--- src/hdl/hwl_pkg.sv ---
package hwl_pkg;

    localparam int VoltW = 11;
    localparam int VelW  = 16;
    localparam int SegW  = 2;

    // register indexes on the configuration port
    localparam logic [2:0] REG_ZERO_WIND  = 3'd0;
    localparam logic [2:0] REG_SEG1       = 3'd1;
    localparam logic [2:0] REG_SEG2       = 3'd2;
    localparam logic [2:0] REG_SEG3       = 3'd3;
    localparam logic [2:0] REG_SPLIT_LOW  = 3'd4;
    localparam logic [2:0] REG_SPLIT_HIGH = 3'd5;

    // segment codes
    localparam logic [1:0] SEG_NONE = 2'd0;
    localparam logic [1:0] SEG_ONE  = 2'd1;
    localparam logic [1:0] SEG_TWO  = 2'd2;
    localparam logic [1:0] SEG_THREE = 2'd3;

    localparam logic [31:0] LN2_Q32   = 32'd2977044472;
    localparam logic [30:0] LOG2E_Q30 = 31'd1549082005;
    localparam logic [21:0] LN1E6_Q16 = 22'd905413;

    typedef struct packed {
        logic [VoltW-1:0] zero_wind_mv;
        logic [31:0]      seg1_coeffs;
        logic [31:0]      seg2_coeffs;
        logic [31:0]      seg3_coeffs;
        logic [15:0]      split_low;
        logic [15:0]      split_high;
    } cfg_t;

    typedef struct packed {
        logic       load_in;
        logic       sq;
        logic       norm;
        logic       log_step;
        logic       ln;
        logic       smul;
        logic       schk;
        logic       exp_step;
        logic       efin;
        logic       adv;
        logic       out_load;
        logic [3:0] idx;
    } cmd_t;

    typedef struct packed {
        logic d_pos;
        logic a_hi;
        logic a_lo;
        logic adv;
    } sts_t;

    // c_idx = 2^(2^-idx) in q2.30, built by repeated floor square roots
    function automatic logic [31:0] exp_coef(input int idx);
        logic [63:0] c;
        logic [63:0] x;
        logic [63:0] r;
        logic [63:0] b;
        c = 64'd1 << 31;
        for (int i = 0; i < 16; i++) begin
            if (i < idx) begin
                x = c << 30;
                r = 64'd0;
                b = 64'd1 << 62;
                for (int j = 0; j < 32; j++) begin
                    if (x >= r + b) begin
                        x = x - (r + b);
                        r = (r >> 1) + b;
                    end
                    else begin
                        r = r >> 1;
                    end
                    b = b >> 2;
                end
                c = r;
            end
        end
        return c[31:0];
    endfunction

endpackage

--- src/hdl/hwl_cfg.sv ---
module hwl_cfg (
    input  logic          clk,
    input  logic          rst_n,
    input  logic          cfg_we,
    input  logic [2:0]    cfg_index,
    input  logic [31:0]   cfg_data,
    output hwl_pkg::cfg_t cfg
);
    import hwl_pkg::*;

    cfg_t cfg_reg;

    always_ff @(posedge clk or negedge rst_n)
    begin
        if (!rst_n)
        begin
            cfg_reg.zero_wind_mv <= '0;
            cfg_reg.seg1_coeffs  <= '0;
            cfg_reg.seg2_coeffs  <= '0;
            cfg_reg.seg3_coeffs  <= '0;
            cfg_reg.split_low    <= 16'hFFFF;
            cfg_reg.split_high   <= 16'hFFFF;
        end
        else if (cfg_we)
        begin
            case (cfg_index)
                REG_ZERO_WIND:  cfg_reg.zero_wind_mv <= cfg_data[VoltW-1:0];
                REG_SEG1:       cfg_reg.seg1_coeffs  <= cfg_data;
                REG_SEG2:       cfg_reg.seg2_coeffs  <= cfg_data;
                REG_SEG3:       cfg_reg.seg3_coeffs  <= cfg_data;
                REG_SPLIT_LOW:  cfg_reg.split_low    <= cfg_data[15:0];
                REG_SPLIT_HIGH: cfg_reg.split_high   <= cfg_data[15:0];
                default: ;
            endcase
        end
    end

    assign cfg = cfg_reg;

endmodule

--- config.mk ---
export PLATFORM = sky130hd
export DESIGN_NAME = hwl_cfg
export DESIGN_NICKNAME = d
export VERILOG_FILES = /design/src/hdl/hwl_pkg.sv /design/src/hdl/hwl_cfg.sv
export SDC_FILE = /design/constraint.sdc
export NUM_CORES = 1
export LEC_CHECK = 0
export BUFFER_PORTS_ARGS = -buffer_cell sky130_fd_sc_hd__clkbuf_2
export CAP_MARGIN = 20
export CORE_MARGIN = 1
export CORE_UTILIZATION = 35
export DETAILED_ROUTE_END_ITERATION = 10
export SKIP_LAST_GASP = 1
export SYNTH_ARGS = -nofsm -noshare
export SYNTH_HDL_FRONTEND = slang
export SYNTH_SLANG_ARGS = --single-unit
--- constraint.sdc ---
create_clock -name clk -period 1.1 [get_ports clk]
set_input_delay 0.055 -clock clk [delete_from_list [all_inputs] [get_ports clk]]
set_output_delay 0.055 -clock clk [all_outputs]
set_load 0.005 [all_outputs]
==> results.py <==
metrics = {
    "timing": {
        "fmaxAchievable_mhz": 901,
        "worst_pin_slew_ps": 402,
        "period_minus_slack_ps": 1110,
        "slew_viol_final": 0,
        "finalSetupViolations": 3,
        "finalHoldViolCount": 0,
        "skew_ps": 0,
        "timing.hold.ws_ps": 125,
        "fin_crit_sh_pct": 101,
        "worst_slack_ps": -9.62,
        "rsz0062_at_grt": "true",
        "slew_headroom_pct": 73.2,
    },
    "finish": {
        "fin_util_pct": 51.8,
        "drive_above_1_share_pct": 72.6,
        "largest_reg_flops": 139,
        "nNetsFinal": 570,
        "fillCellCount": 1260,
        "antenna_cells": 0,
        "syn_to_final_growth_pct": 43.9,
    },
    "clock_tree": {
        "cts-htree-levels": 4,
        "cts.sinks": 139,
        "tritoncts": "built",
        "clock_latency_ps": 410,
        "cts.clk_slew.worst_paths_ps": 60,
        "cts_inserted_buffers": 17,
        "cts_setup_buffers": 0,
        "root_buffer": "clkbuf_16",
        "clock_path_buffers": 2,
    },
    "synthesis": {
        "synth_cell_types": 13,
        "synth_cells": 299,
        "yosysSeqAreaShare_pct": 66.9,
        "yosysWarnings": 0,
        "syn_area_per_cell_sq_um": 17.6,
        "ys_ff_latch": 139,
        "synth_nets": 337,
        "synth_area_sq_mm": 0.00526,
    },
    "critical_path": {
        "crit_slowest_cell": "dfstp_2",
        "crit_buf_inv": 1,
        "cp-endpoint": "cfg[20]",
        "crit_path_cell_trace": "clkbuf_2",
        "slowest_delay_ps": 540,
        "crit_family": "flip-flops",
        "crit_cells": 1,
        "cp.arrival_ps": 1050,
        "critPathKind": "register to primary output",
        "timing.rr.start": "cfg[49]$_DFFE_PN0P_",
        "worstRegToRegCells": 1,
        "path_max_fanout": 2,
        "cp-start-kind": "register",
        "end_kind": "primary output",
        "setup.worst_path.start": "cfg[20]$_DFFE_PN1P_",
        "required_ps": 1040,
        "r2r-end": "cfg[49]$_DFFE_PN0P_",
        "r2r_slack_ps": 320,
    },
    "global_route": {
        "overflow": 0,
        "grt_pass1_vias": 3643,
        "grt_usage_pct": 16.9,
        "grt_pass1_wl_mm": 20.0,
        "antenna_found_initial": 0,
        "grt_max_degree": 38,
    },
    "drt": {
        "drtIter0Drc": 98,
        "viasPerCell": 4.64,
        "finalWirelength_mm": 12.4,
        "drc_errors": 0,
        "dr.pass1.iters": 4,
        "antenna_left": 0,
        "routedWlPerCell_microns": 17.0,
        "vias": 3381,
    },
    "power_and_ir_drop": {
        "power_leakage_nw": 3.54,
        "power.density_mw_per_mm2": 2080,
        "total_power_mw": 15.7,
        "ir_worst_vdd_v": 0.000986,
    },
    "placed_design": {
        "place.gp.congestion": 0.717,
        "portBuffers": 176,
        "dp_hpwl_mm": 8.69,
    },
    "floorplanning": {
        "io_pins": 177,
        "die_x_microns": 125,
        "dieArea_sq_mm": 0.0155,
        "core.rowCount": 44,
        "die_y_microns": 125,
        "start_util_pct": 36.0,
        "core-area_sq_mm": 0.0146,
    },
    "run": {
        "max_cap_viol_count": 0,
    },
    "status": {
        "violations": "setup timing",
        "status": "finished with violations",
    },
    "hold_path": {
        "min_path_type": "input pin to async pin",
    },
}
cells in the mapped netlist:
| library cell | instances | area share [%] |
|---|---|---|
| dfstp_2 | 32 | 16 |
| dfrtp_1 | 107 | 51 |
| nor4b_1 | 1 | 0.17 |
| and4bb_2 | 2 | 0.48 |
| nand4b_1 | 1 | 0.17 |
| nand4b_2 | 1 | 0.29 |
| mux2_1 | 4 | 0.86 |
| buf_6 | 4 | 0.86 |
| clkbuf_2 | 2 | 0.19 |
| buf_4 | 1 | 0.14 |
| and4bb_1 | 1 | 0.24 |
| buf_2 | 8 | 0.76 |
| mux2_2 | 135 | 29 |
cells by family after synthesis:
logic type | synth area share, %
mux | 29.8
flops | 66.9
buf+inv | 1.95
simple gates | 1.33
through the flow:
stage | setup TNS [ps] | instance area [sq um] | setup slack, ps | instances
floorplan | 0 | 5260 | 4.86 | 299
global route | -1040 | 7560 | -54.0 | 728
global placement | -10070 | 6570 | -128 | 664
detailed placement | -12180 | 6570 | -159 | 664
finish | -16.6 | 7560 | -9.62 | 728
CTS | -690 | 7480 | -37.0 | 728
final cells by class:
class                           count  area (sq um)  area share [%]
Tap cell                          184           230            3.04
Timing Repair Buffer              229          1590            21.0
Clock buffer                       23           468            6.19
Multi-Input combinational cell    145          1640            21.7
Clock inverter                      8           118            1.56
Sequential cell                   139          3520            46.5
cell usage in the layout (no fill, tap or decap), drive strengths merged:
| master | synthesis | routed |
|---|---|---|
| clkinv | 0 | 4 |
| dfstp | 32 | 32 |
| nand4b | 2 | 2 |
| buf | 13 | 34 |
| nor4b | 1 | 1 |
| dlygate4sd3 | 0 | 33 |
| dfrtp | 107 | 107 |
| and4bb | 3 | 3 |
| clkinvlp | 0 | 1 |
| mux2 | 139 | 139 |
| bufinv | 0 | 3 |
| clkbuf | 2 | 185 |
how the worst min path moves through the flow:
stage | slack [ps] | startpoint | end
3_3_place_gp | -10 | rst_n | cfg[32]$_DFFE_PN0P_
3_5_place_dp | 1 | rst_n | cfg[131]$_DFFE_PN0P_
4_1_cts | 130 | rst_n | cfg[62]$_DFFE_PN0P_
6_report | 130 | rst_n | cfg[32]$_DFFE_PN0P_
5_1_grt | 130 | rst_n | cfg[32]$_DFFE_PN0P_
2_1_floorplan | -240 | rst_n | cfg[100]$_DFFE_PN0P_
power by group:
group | leakage, nW | internal (mW) | switching [mW]
Clock | 0.287 | 3.66 | 1.98
Sequential | 1.62 | 6.44 | 0.618
Combinational | 1.64 | 1.87 | 1.16
Total | 3.54 | 12.0 | 3.77
what timing repair did:
action | CTS | global route
gates resized for setup | 0 | 24
hold endpoints to repair | 259 | 0
pin swaps | 0 | 0
endpoints found under the setup margin | 32 | 32
hold buffers | 33 | 0
per-layer routing:
metal / vias to the layer above / global-route usage, % / wire (microns)
met5: - / 0 / 0
met4: 0 / 5.53 / 126
met3: 12 / 5.50 / 610
met2: 95 / 27.3 / 6210
met1: 1739 / 21.4 / 5430
li1: 1535 / - / -
Note: power is estimated with default switching activity, not from simulation.
