`src/hdl/hwl_pkg.sv`:
```
package hwl_pkg;

    localparam int VoltW = 11;
    localparam int VelW  = 16;
    localparam int SegW  = 2;

    // register indexes on the configuration port
    localparam logic [2:0] REG_ZERO_WIND  = 3'd0;
    localparam logic [2:0] REG_SEG1       = 3'd1;
    localparam logic [2:0] REG_SEG2       = 3'd2;
    localparam logic [2:0] REG_SEG3       = 3'd3;
    localparam logic [2:0] REG_SPLIT_LOW  = 3'd4;
    localparam logic [2:0] REG_SPLIT_HIGH = 3'd5;

    // segment codes
    localparam logic [1:0] SEG_NONE = 2'd0;
    localparam logic [1:0] SEG_ONE  = 2'd1;
    localparam logic [1:0] SEG_TWO  = 2'd2;
    localparam logic [1:0] SEG_THREE = 2'd3;

    localparam logic [31:0] LN2_Q32   = 32'd2977044472;
    localparam logic [30:0] LOG2E_Q30 = 31'd1549082005;
    localparam logic [21:0] LN1E6_Q16 = 22'd905413;

    typedef struct packed {
        logic [VoltW-1:0] zero_wind_mv;
        logic [31:0]      seg1_coeffs;
        logic [31:0]      seg2_coeffs;
        logic [31:0]      seg3_coeffs;
        logic [15:0]      split_low;
        logic [15:0]      split_high;
    } cfg_t;

    typedef struct packed {
        logic       load_in;
        logic       sq;
        logic       norm;
        logic       log_step;
        logic       ln;
        logic       smul;
        logic       schk;
        logic       exp_step;
        logic       efin;
        logic       adv;
        logic       out_load;
        logic [3:0] idx;
    } cmd_t;

    typedef struct packed {
        logic d_pos;
        logic a_hi;
        logic a_lo;
        logic adv;
    } sts_t;

    // c_idx = 2^(2^-idx) in q2.30, built by repeated floor square roots
    function automatic logic [31:0] exp_coef(input int idx);
        logic [63:0] c;
        logic [63:0] x;
        logic [63:0] r;
        logic [63:0] b;
        c = 64'd1 << 31;
        for (int i = 0; i < 16; i++) begin
            if (i < idx) begin
                x = c << 30;
                r = 64'd0;
                b = 64'd1 << 62;
                for (int j = 0; j < 32; j++) begin
                    if (x >= r + b) begin
                        x = x - (r + b);
                        r = (r >> 1) + b;
                    end
                    else begin
                        r = r >> 1;
                    end
                    b = b >> 2;
                end
                c = r;
            end
        end
        return c[31:0];
    endfunction

endpackage

```
`src/hdl/hwl_ctrl.sv`:
```
module hwl_ctrl (
    input  logic          clk,
    input  logic          rst_n,
    input  logic          s_tvalid,
    output logic          s_tready,
    output logic          m_tvalid,
    input  logic          m_tready,
    input  hwl_pkg::sts_t sts,
    output hwl_pkg::cmd_t cmd
);
    import hwl_pkg::*;

    typedef enum logic [10:0] {
        ST_IDLE   = 11'b00000000001,
        ST_SQ     = 11'b00000000010,
        ST_NORM   = 11'b00000000100,
        ST_LOG    = 11'b00000001000,
        ST_LN     = 11'b00000010000,
        ST_SMUL   = 11'b00000100000,
        ST_SCHK   = 11'b00001000000,
        ST_EXP    = 11'b00010000000,
        ST_EFIN   = 11'b00100000000,
        ST_DECIDE = 11'b01000000000,
        ST_DONE   = 11'b10000000000
    } state_t;

    state_t     state_reg, state_next;
    logic [3:0] cnt_reg, cnt_next;
    logic       ov_reg, ov_next;
    logic       free;

    assign free = !ov_reg || m_tready;

    always_comb
    begin
        state_next = state_reg;
        cnt_next   = cnt_reg;
        cmd        = '0;
        cmd.idx    = cnt_reg;
        case (state_reg)
            ST_IDLE:
            begin
                if (s_tvalid)
                begin
                    cmd.load_in = 1'b1;
                    state_next  = ST_SQ;
                end
            end
            ST_SQ:
            begin
                cmd.sq     = 1'b1;
                state_next = ST_NORM;
            end
            ST_NORM:
            begin
                cmd.norm   = 1'b1;
                cnt_next   = '0;
                state_next = sts.d_pos ? ST_LOG : ST_DONE;
            end
            ST_LOG:
            begin
                cmd.log_step = 1'b1;
                cnt_next     = cnt_reg + 4'd1;
                if (cnt_reg == 4'd15)
                    state_next = ST_LN;
            end
            ST_LN:
            begin
                cmd.ln     = 1'b1;
                state_next = ST_SMUL;
            end
            ST_SMUL:
            begin
                cmd.smul   = 1'b1;
                state_next = ST_SCHK;
            end
            ST_SCHK:
            begin
                cmd.schk   = 1'b1;
                cnt_next   = '0;
                state_next = (sts.a_hi || sts.a_lo) ? ST_DECIDE : ST_EXP;
            end
            ST_EXP:
            begin
                cmd.exp_step = 1'b1;
                cnt_next     = cnt_reg + 4'd1;
                if (cnt_reg == 4'd15)
                    state_next = ST_EFIN;
            end
            ST_EFIN:
            begin
                cmd.efin   = 1'b1;
                state_next = ST_DECIDE;
            end
            ST_DECIDE:
            begin
                if (sts.adv)
                begin
                    cmd.adv    = 1'b1;
                    state_next = ST_SMUL;
                end
                else
                    state_next = ST_DONE;
            end
            ST_DONE:
            begin
                if (free)
                begin
                    cmd.out_load = 1'b1;
                    state_next   = ST_IDLE;
                end
            end
            default: state_next = ST_IDLE;
        endcase
    end

    always_comb
    begin
        ov_next = ov_reg && !m_tready;
        if (cmd.out_load)
            ov_next = 1'b1;
    end

    always_ff @(posedge clk or negedge rst_n)
    begin
        if (!rst_n)
        begin
            state_reg <= ST_IDLE;
            cnt_reg   <= '0;
            ov_reg    <= 1'b0;
        end
        else
        begin
            state_reg <= state_next;
            cnt_reg   <= cnt_next;
            ov_reg    <= ov_next;
        end
    end

    assign s_tready = (state_reg == ST_IDLE);
    assign m_tvalid = ov_reg;

endmodule

```
`config.mk`:
```
export PLATFORM = sky130hd
export DESIGN_NAME = hwl_ctrl
export DESIGN_NICKNAME = d
export VERILOG_FILES = /design/src/hdl/hwl_pkg.sv /design/src/hdl/hwl_ctrl.sv
export SDC_FILE = /design/constraint.sdc
export NUM_CORES = 1
export LEC_CHECK = 0
export BUFFER_PORTS_ARGS = -buffer_cell sky130_fd_sc_hd__buf_2
export CAP_MARGIN = 40
export CORE_ASPECT_RATIO = 1.25
export CORE_MARGIN = 3
export CORE_UTILIZATION = 40
export DETAILED_ROUTE_END_ITERATION = 12
export GPL_ROUTABILITY_DRIVEN = 0
export PLACE_DENSITY_LB_ADDON = 0.25
export SLEW_MARGIN = 20
export SYNTH_ARGS = -nofsm -noshare
export SYNTH_HDL_FRONTEND = slang
export SYNTH_SLANG_ARGS = --single-unit
```
`constraint.sdc`:
```
create_clock -name clk -period 2.04 [get_ports clk]
set_clock_uncertainty 0.2 [all_clocks]
set_input_delay 0.204 -clock clk [delete_from_list [all_inputs] [get_ports clk]]
set_output_delay 0.204 -clock clk [all_outputs]
set_load 0.03 [all_outputs]
```
==> metrics.txt <==
setup repair after global routing missed its margin=yes; detailed route wirelength on metal3=107 um; average size of a mapped cell=slightly below 10 um2; share of the yosys chip area belonging to registers=0.419; sum of routed wire segments on met1=approximately 1200 um; count of cell types in the netlist=36; DR pass1 iterations=4; Row Count=19; starting DRC count in detailed routing=31; DPL Wire Length=1910 um; Final Setup Violations=15; achievable frequency=about 450 MHz; drt wl/cell=16.2 um; Inserted Clock Buffers=3; leakage power of the design=0.000813 uW; leading post-synthesis cells by instance count=15 x sky130_fd_sc_hd__dfrtp_1, 8 x sky130_fd_sc_hd__nand3_1, 8 x sky130_fd_sc_hd__nand4_1; number of global-route vias before repair=~1,000; netlist area before placement=960 um2; number of buffers on the longest clock path=2; Synth Register Bits=16; number of nets in the finished design=173; root buffer cell=sky130_fd_sc_hd__clkbuf_4; tightest slew margin relative to the limit=0.684; max_cap viols=0; part of the power in registers=0.275; biggest area contributors in the synthesized netlist=sky130_fd_sc_hd__dfrtp_1 39%, sky130_fd_sc_hd__nor3b_1 5.5%, sky130_fd_sc_hd__nand4_1 5.2%, sky130_fd_sc_hd__nor4_4 4.4%, sky130_fd_sc_hd__nand3_1 4.2%; number of enable flip-flop cells after synthesis=0; crit start category=flop; Syn-to-layout area delta=75.6%; boundary pin count=25; most common flop cell mapped by yosys=sky130_fd_sc_hd__dfrtp_1; master of the slowest instance on the critical path=sky130_fd_sc_hd__or4_4; DR vias=1,073; status=complete, but fails checks; net switching power=~590 uW; number of hold violations in the final report=0; Final Instance Area=about 1700 um2; routed vias/inst=around 5.5; highest metal used=met4; CP required=between 1.5 and 2 ns; Max IR drop VDD=approximately 860 uV; crit path capture type=output pin; # port buffers=24; CTS H-Tree Depth=1; TritonCTS clock tree=built; internal power component=between 800 and 900 uW; total power density per cell area=about 870 nW/um2; final worst setup slack=-0.174 ns; fraction of layout instances using a drive strength above 1=0.571; instance count of the mapped netlist=between 90 and 100; DR WL met2=1720 um; top-count cell post-synth=sky130_fd_sc_hd__dfrtp_1; warnings from Yosys=0; number of diodes added for antenna fixing=0; global router's overall resource usage=0.209; clock input transition at the sequential cells of the worst setup and hold paths=0.10 ns; final sum of negative setup slack=-1.28 ns; worst slew pin tran=between 0.4 and 0.5 ns; share of Yosys cell area claimed by the top area cell type=0.391; violations in the final reports=setup timing; crit share post-route=1.09; GRT overflow=0; DRC Markers=0; die height=~61 um; width of the die=between 40 and 50 um; wire length of the first global-routing pass=just under 5000 um; CP Cell Sequence=or4_4 -> nor3_4 -> and3b_2 -> buf_6; worst-skew pair later-pin latency=0.28 ns; register area=just over 400 um2; portion of total power attributed to combinational logic=0.605; number of routed nets with antenna violations=0; Hold WC Path Type=input port to flop; Placement Cell Area=~1200 um2; wire length after detailed routing=around 3100 um; combined buffer and inverter count along the critical path=1; min cycle time layout=2.21 ns; cell type with the largest total area after synthesis=sky130_fd_sc_hd__dfrtp_1; longest individual stage delay on the worst path=0.56 ns; dominant delay contributor by cell family on the critical path=simple AND/OR/NAND/NOR gates; antenna violations before repair=0; effective utilization at floorplan=0.429; proportion of synthesized flip-flops having asynchronous set or reset=1.00; Synthesized Nets=roughly 110; number of sinks driven by the clock tree=16; die outline area=3030 um2; maximum number of pins on one net before global-route repair=17; arrival time reported for the critical path endpoint=between 1.5 and 2 ns; Crit Path Max Fanout=3; combined area of the multi-input logic cells=between 600 and 700 um2; floorplan core area=roughly 2200 um2; number of slew-limit violations in the final report=0; startpoint-to-endpoint class of the critical path=flop to output pin; max reg flops=11; number of fillers in the final layout=about 150; net switching share of the total power=0.404; portion of total power attributed to the clock network=0.119
-- through the flow --
step           total power (uW)  hold WS, ns   util  worst slack (ns)  std cells
4_1_cts                    1290       0.0872  0.686            -0.146        187
6_report                   1470       0.0930  0.754            -0.174        194
2_1_floorplan               775       -0.292      -            -0.177         97
5_1_grt                    1560       0.0866  0.754            -0.281        194
3_3_place_gp                950      -0.0595  0.545            0.0284        164
3_5_place_dp                963      -0.0612  0.545            0.0107        164
-- power by group through the flow --
stage               clock (uW)  sequential [uW]  combinational [uW]
finish                     175              405                 889
global placement             0              400                 551
CTS                        177              400                 710
global route               199              408                 954
floorplan                    0              457                 318
detailed placement           0              403                 560
-- logic make-up (layout without fill, tap and decap cells) --
family / after synthesis / after routing / synth area share
buffers and inverters: 8 / 74 / 0.0430
DFF: 16 / 16 / 0.419
AOI/OAI and AO/OA: 13 / 13 / 0.0965
xor gates and xnor gates: 3 / 3 / 0.0274
muxes: 2 / 2 / 0.0209
adders and majority gates: 1 / 1 / 0.0130
and+or+nand+nor: 54 / 54 / 0.381
-- worst register-to-register path, delay by kind of cell (launching register included) --
family	cells	cell delay, ns
compound gates	2	0.48
buf+inv	3	0.49
flops	1	0.40
simple gates	2	0.47
-- cell type report --
| type | count | share of cell area |
|---|---|---|
| Clock buffer | 4 | 0.0156 |
| Inverter | 6 | 0.0134 |
| Multi-Input combinational cell | 73 | 0.398 |
| Sequential cell | 16 | 0.239 |
| Tap cell | 31 | 0.0230 |
| Timing Repair Buffer | 64 | 0.311 |
-- per-layer routing --
layer / up-vias / track usage
met5: - / 0
met4: 0 / 0.111
met3: 6 / 0.0246
met2: 28 / 0.376
met1: 541 / 0.246
li1: 498 / -
-- cells in the final DEF, fill, tap and decap left out, types with 2 or more instances in the layout --
cell type                       instances
sky130_fd_sc_hd__dlygate4sd3_1          7
sky130_fd_sc_hd__mux2i_1                2
sky130_fd_sc_hd__o21ai_1                2
sky130_fd_sc_hd__buf_2                 12
sky130_fd_sc_hd__nand3_1                3
sky130_fd_sc_hd__buf_4                 30
sky130_fd_sc_hd__nor2_4                 2
sky130_fd_sc_hd__nor4_4                 2
sky130_fd_sc_hd__inv_1                  2
sky130_fd_sc_hd__nor3_4                 2
sky130_fd_sc_hd__nor4b_2                2
sky130_fd_sc_hd__nor2b_1                4
sky130_fd_sc_hd__o21ai_0                3
sky130_fd_sc_hd__xor2_1                 2
sky130_fd_sc_hd__clkbuf_4               3
sky130_fd_sc_hd__a22o_1                 2
sky130_fd_sc_hd__nor3b_1                3
sky130_fd_sc_hd__nand3_4                2
sky130_fd_sc_hd__nor3b_2                4
sky130_fd_sc_hd__inv_2                  4
sky130_fd_sc_hd__buf_6                 15
sky130_fd_sc_hd__nand4_1                8
sky130_fd_sc_hd__nand3_2                3
sky130_fd_sc_hd__or4_4                  2
sky130_fd_sc_hd__nor2_1                 4
sky130_fd_sc_hd__dfrtp_1               14
-- timing repair --
item,in CTS,in global routing
buffers inserted,12,8
hold buffers,7,0
setup endpoints to repair,11,19
hold endpoints to repair,21,0
gates resized for setup,33,27
pin swaps,12,11
-- path summary, 6_finish.rpt --
| check | to | from | depth (start not counted) | slack (ns) |
|---|---|---|---|---|
| max | cmd[6] | state_reg[1] | 4 | -0.17 |
| min | state_reg[7] | sts[1] | 3 | 0.09 |
| max reg2reg | state_reg[3] | state_reg[1] | 7 | -0.06 |
| min reg2reg | cnt_reg[0] | cnt_reg[0] | 1 | 0.36 |
| max in group asynchronous | state_reg[0] | rst_n | 2 | 1.18 |
| min in group asynchronous | cnt_reg[3] | rst_n | 2 | 0.15 |
Note: power is estimated with default switching activity, not from simulation.
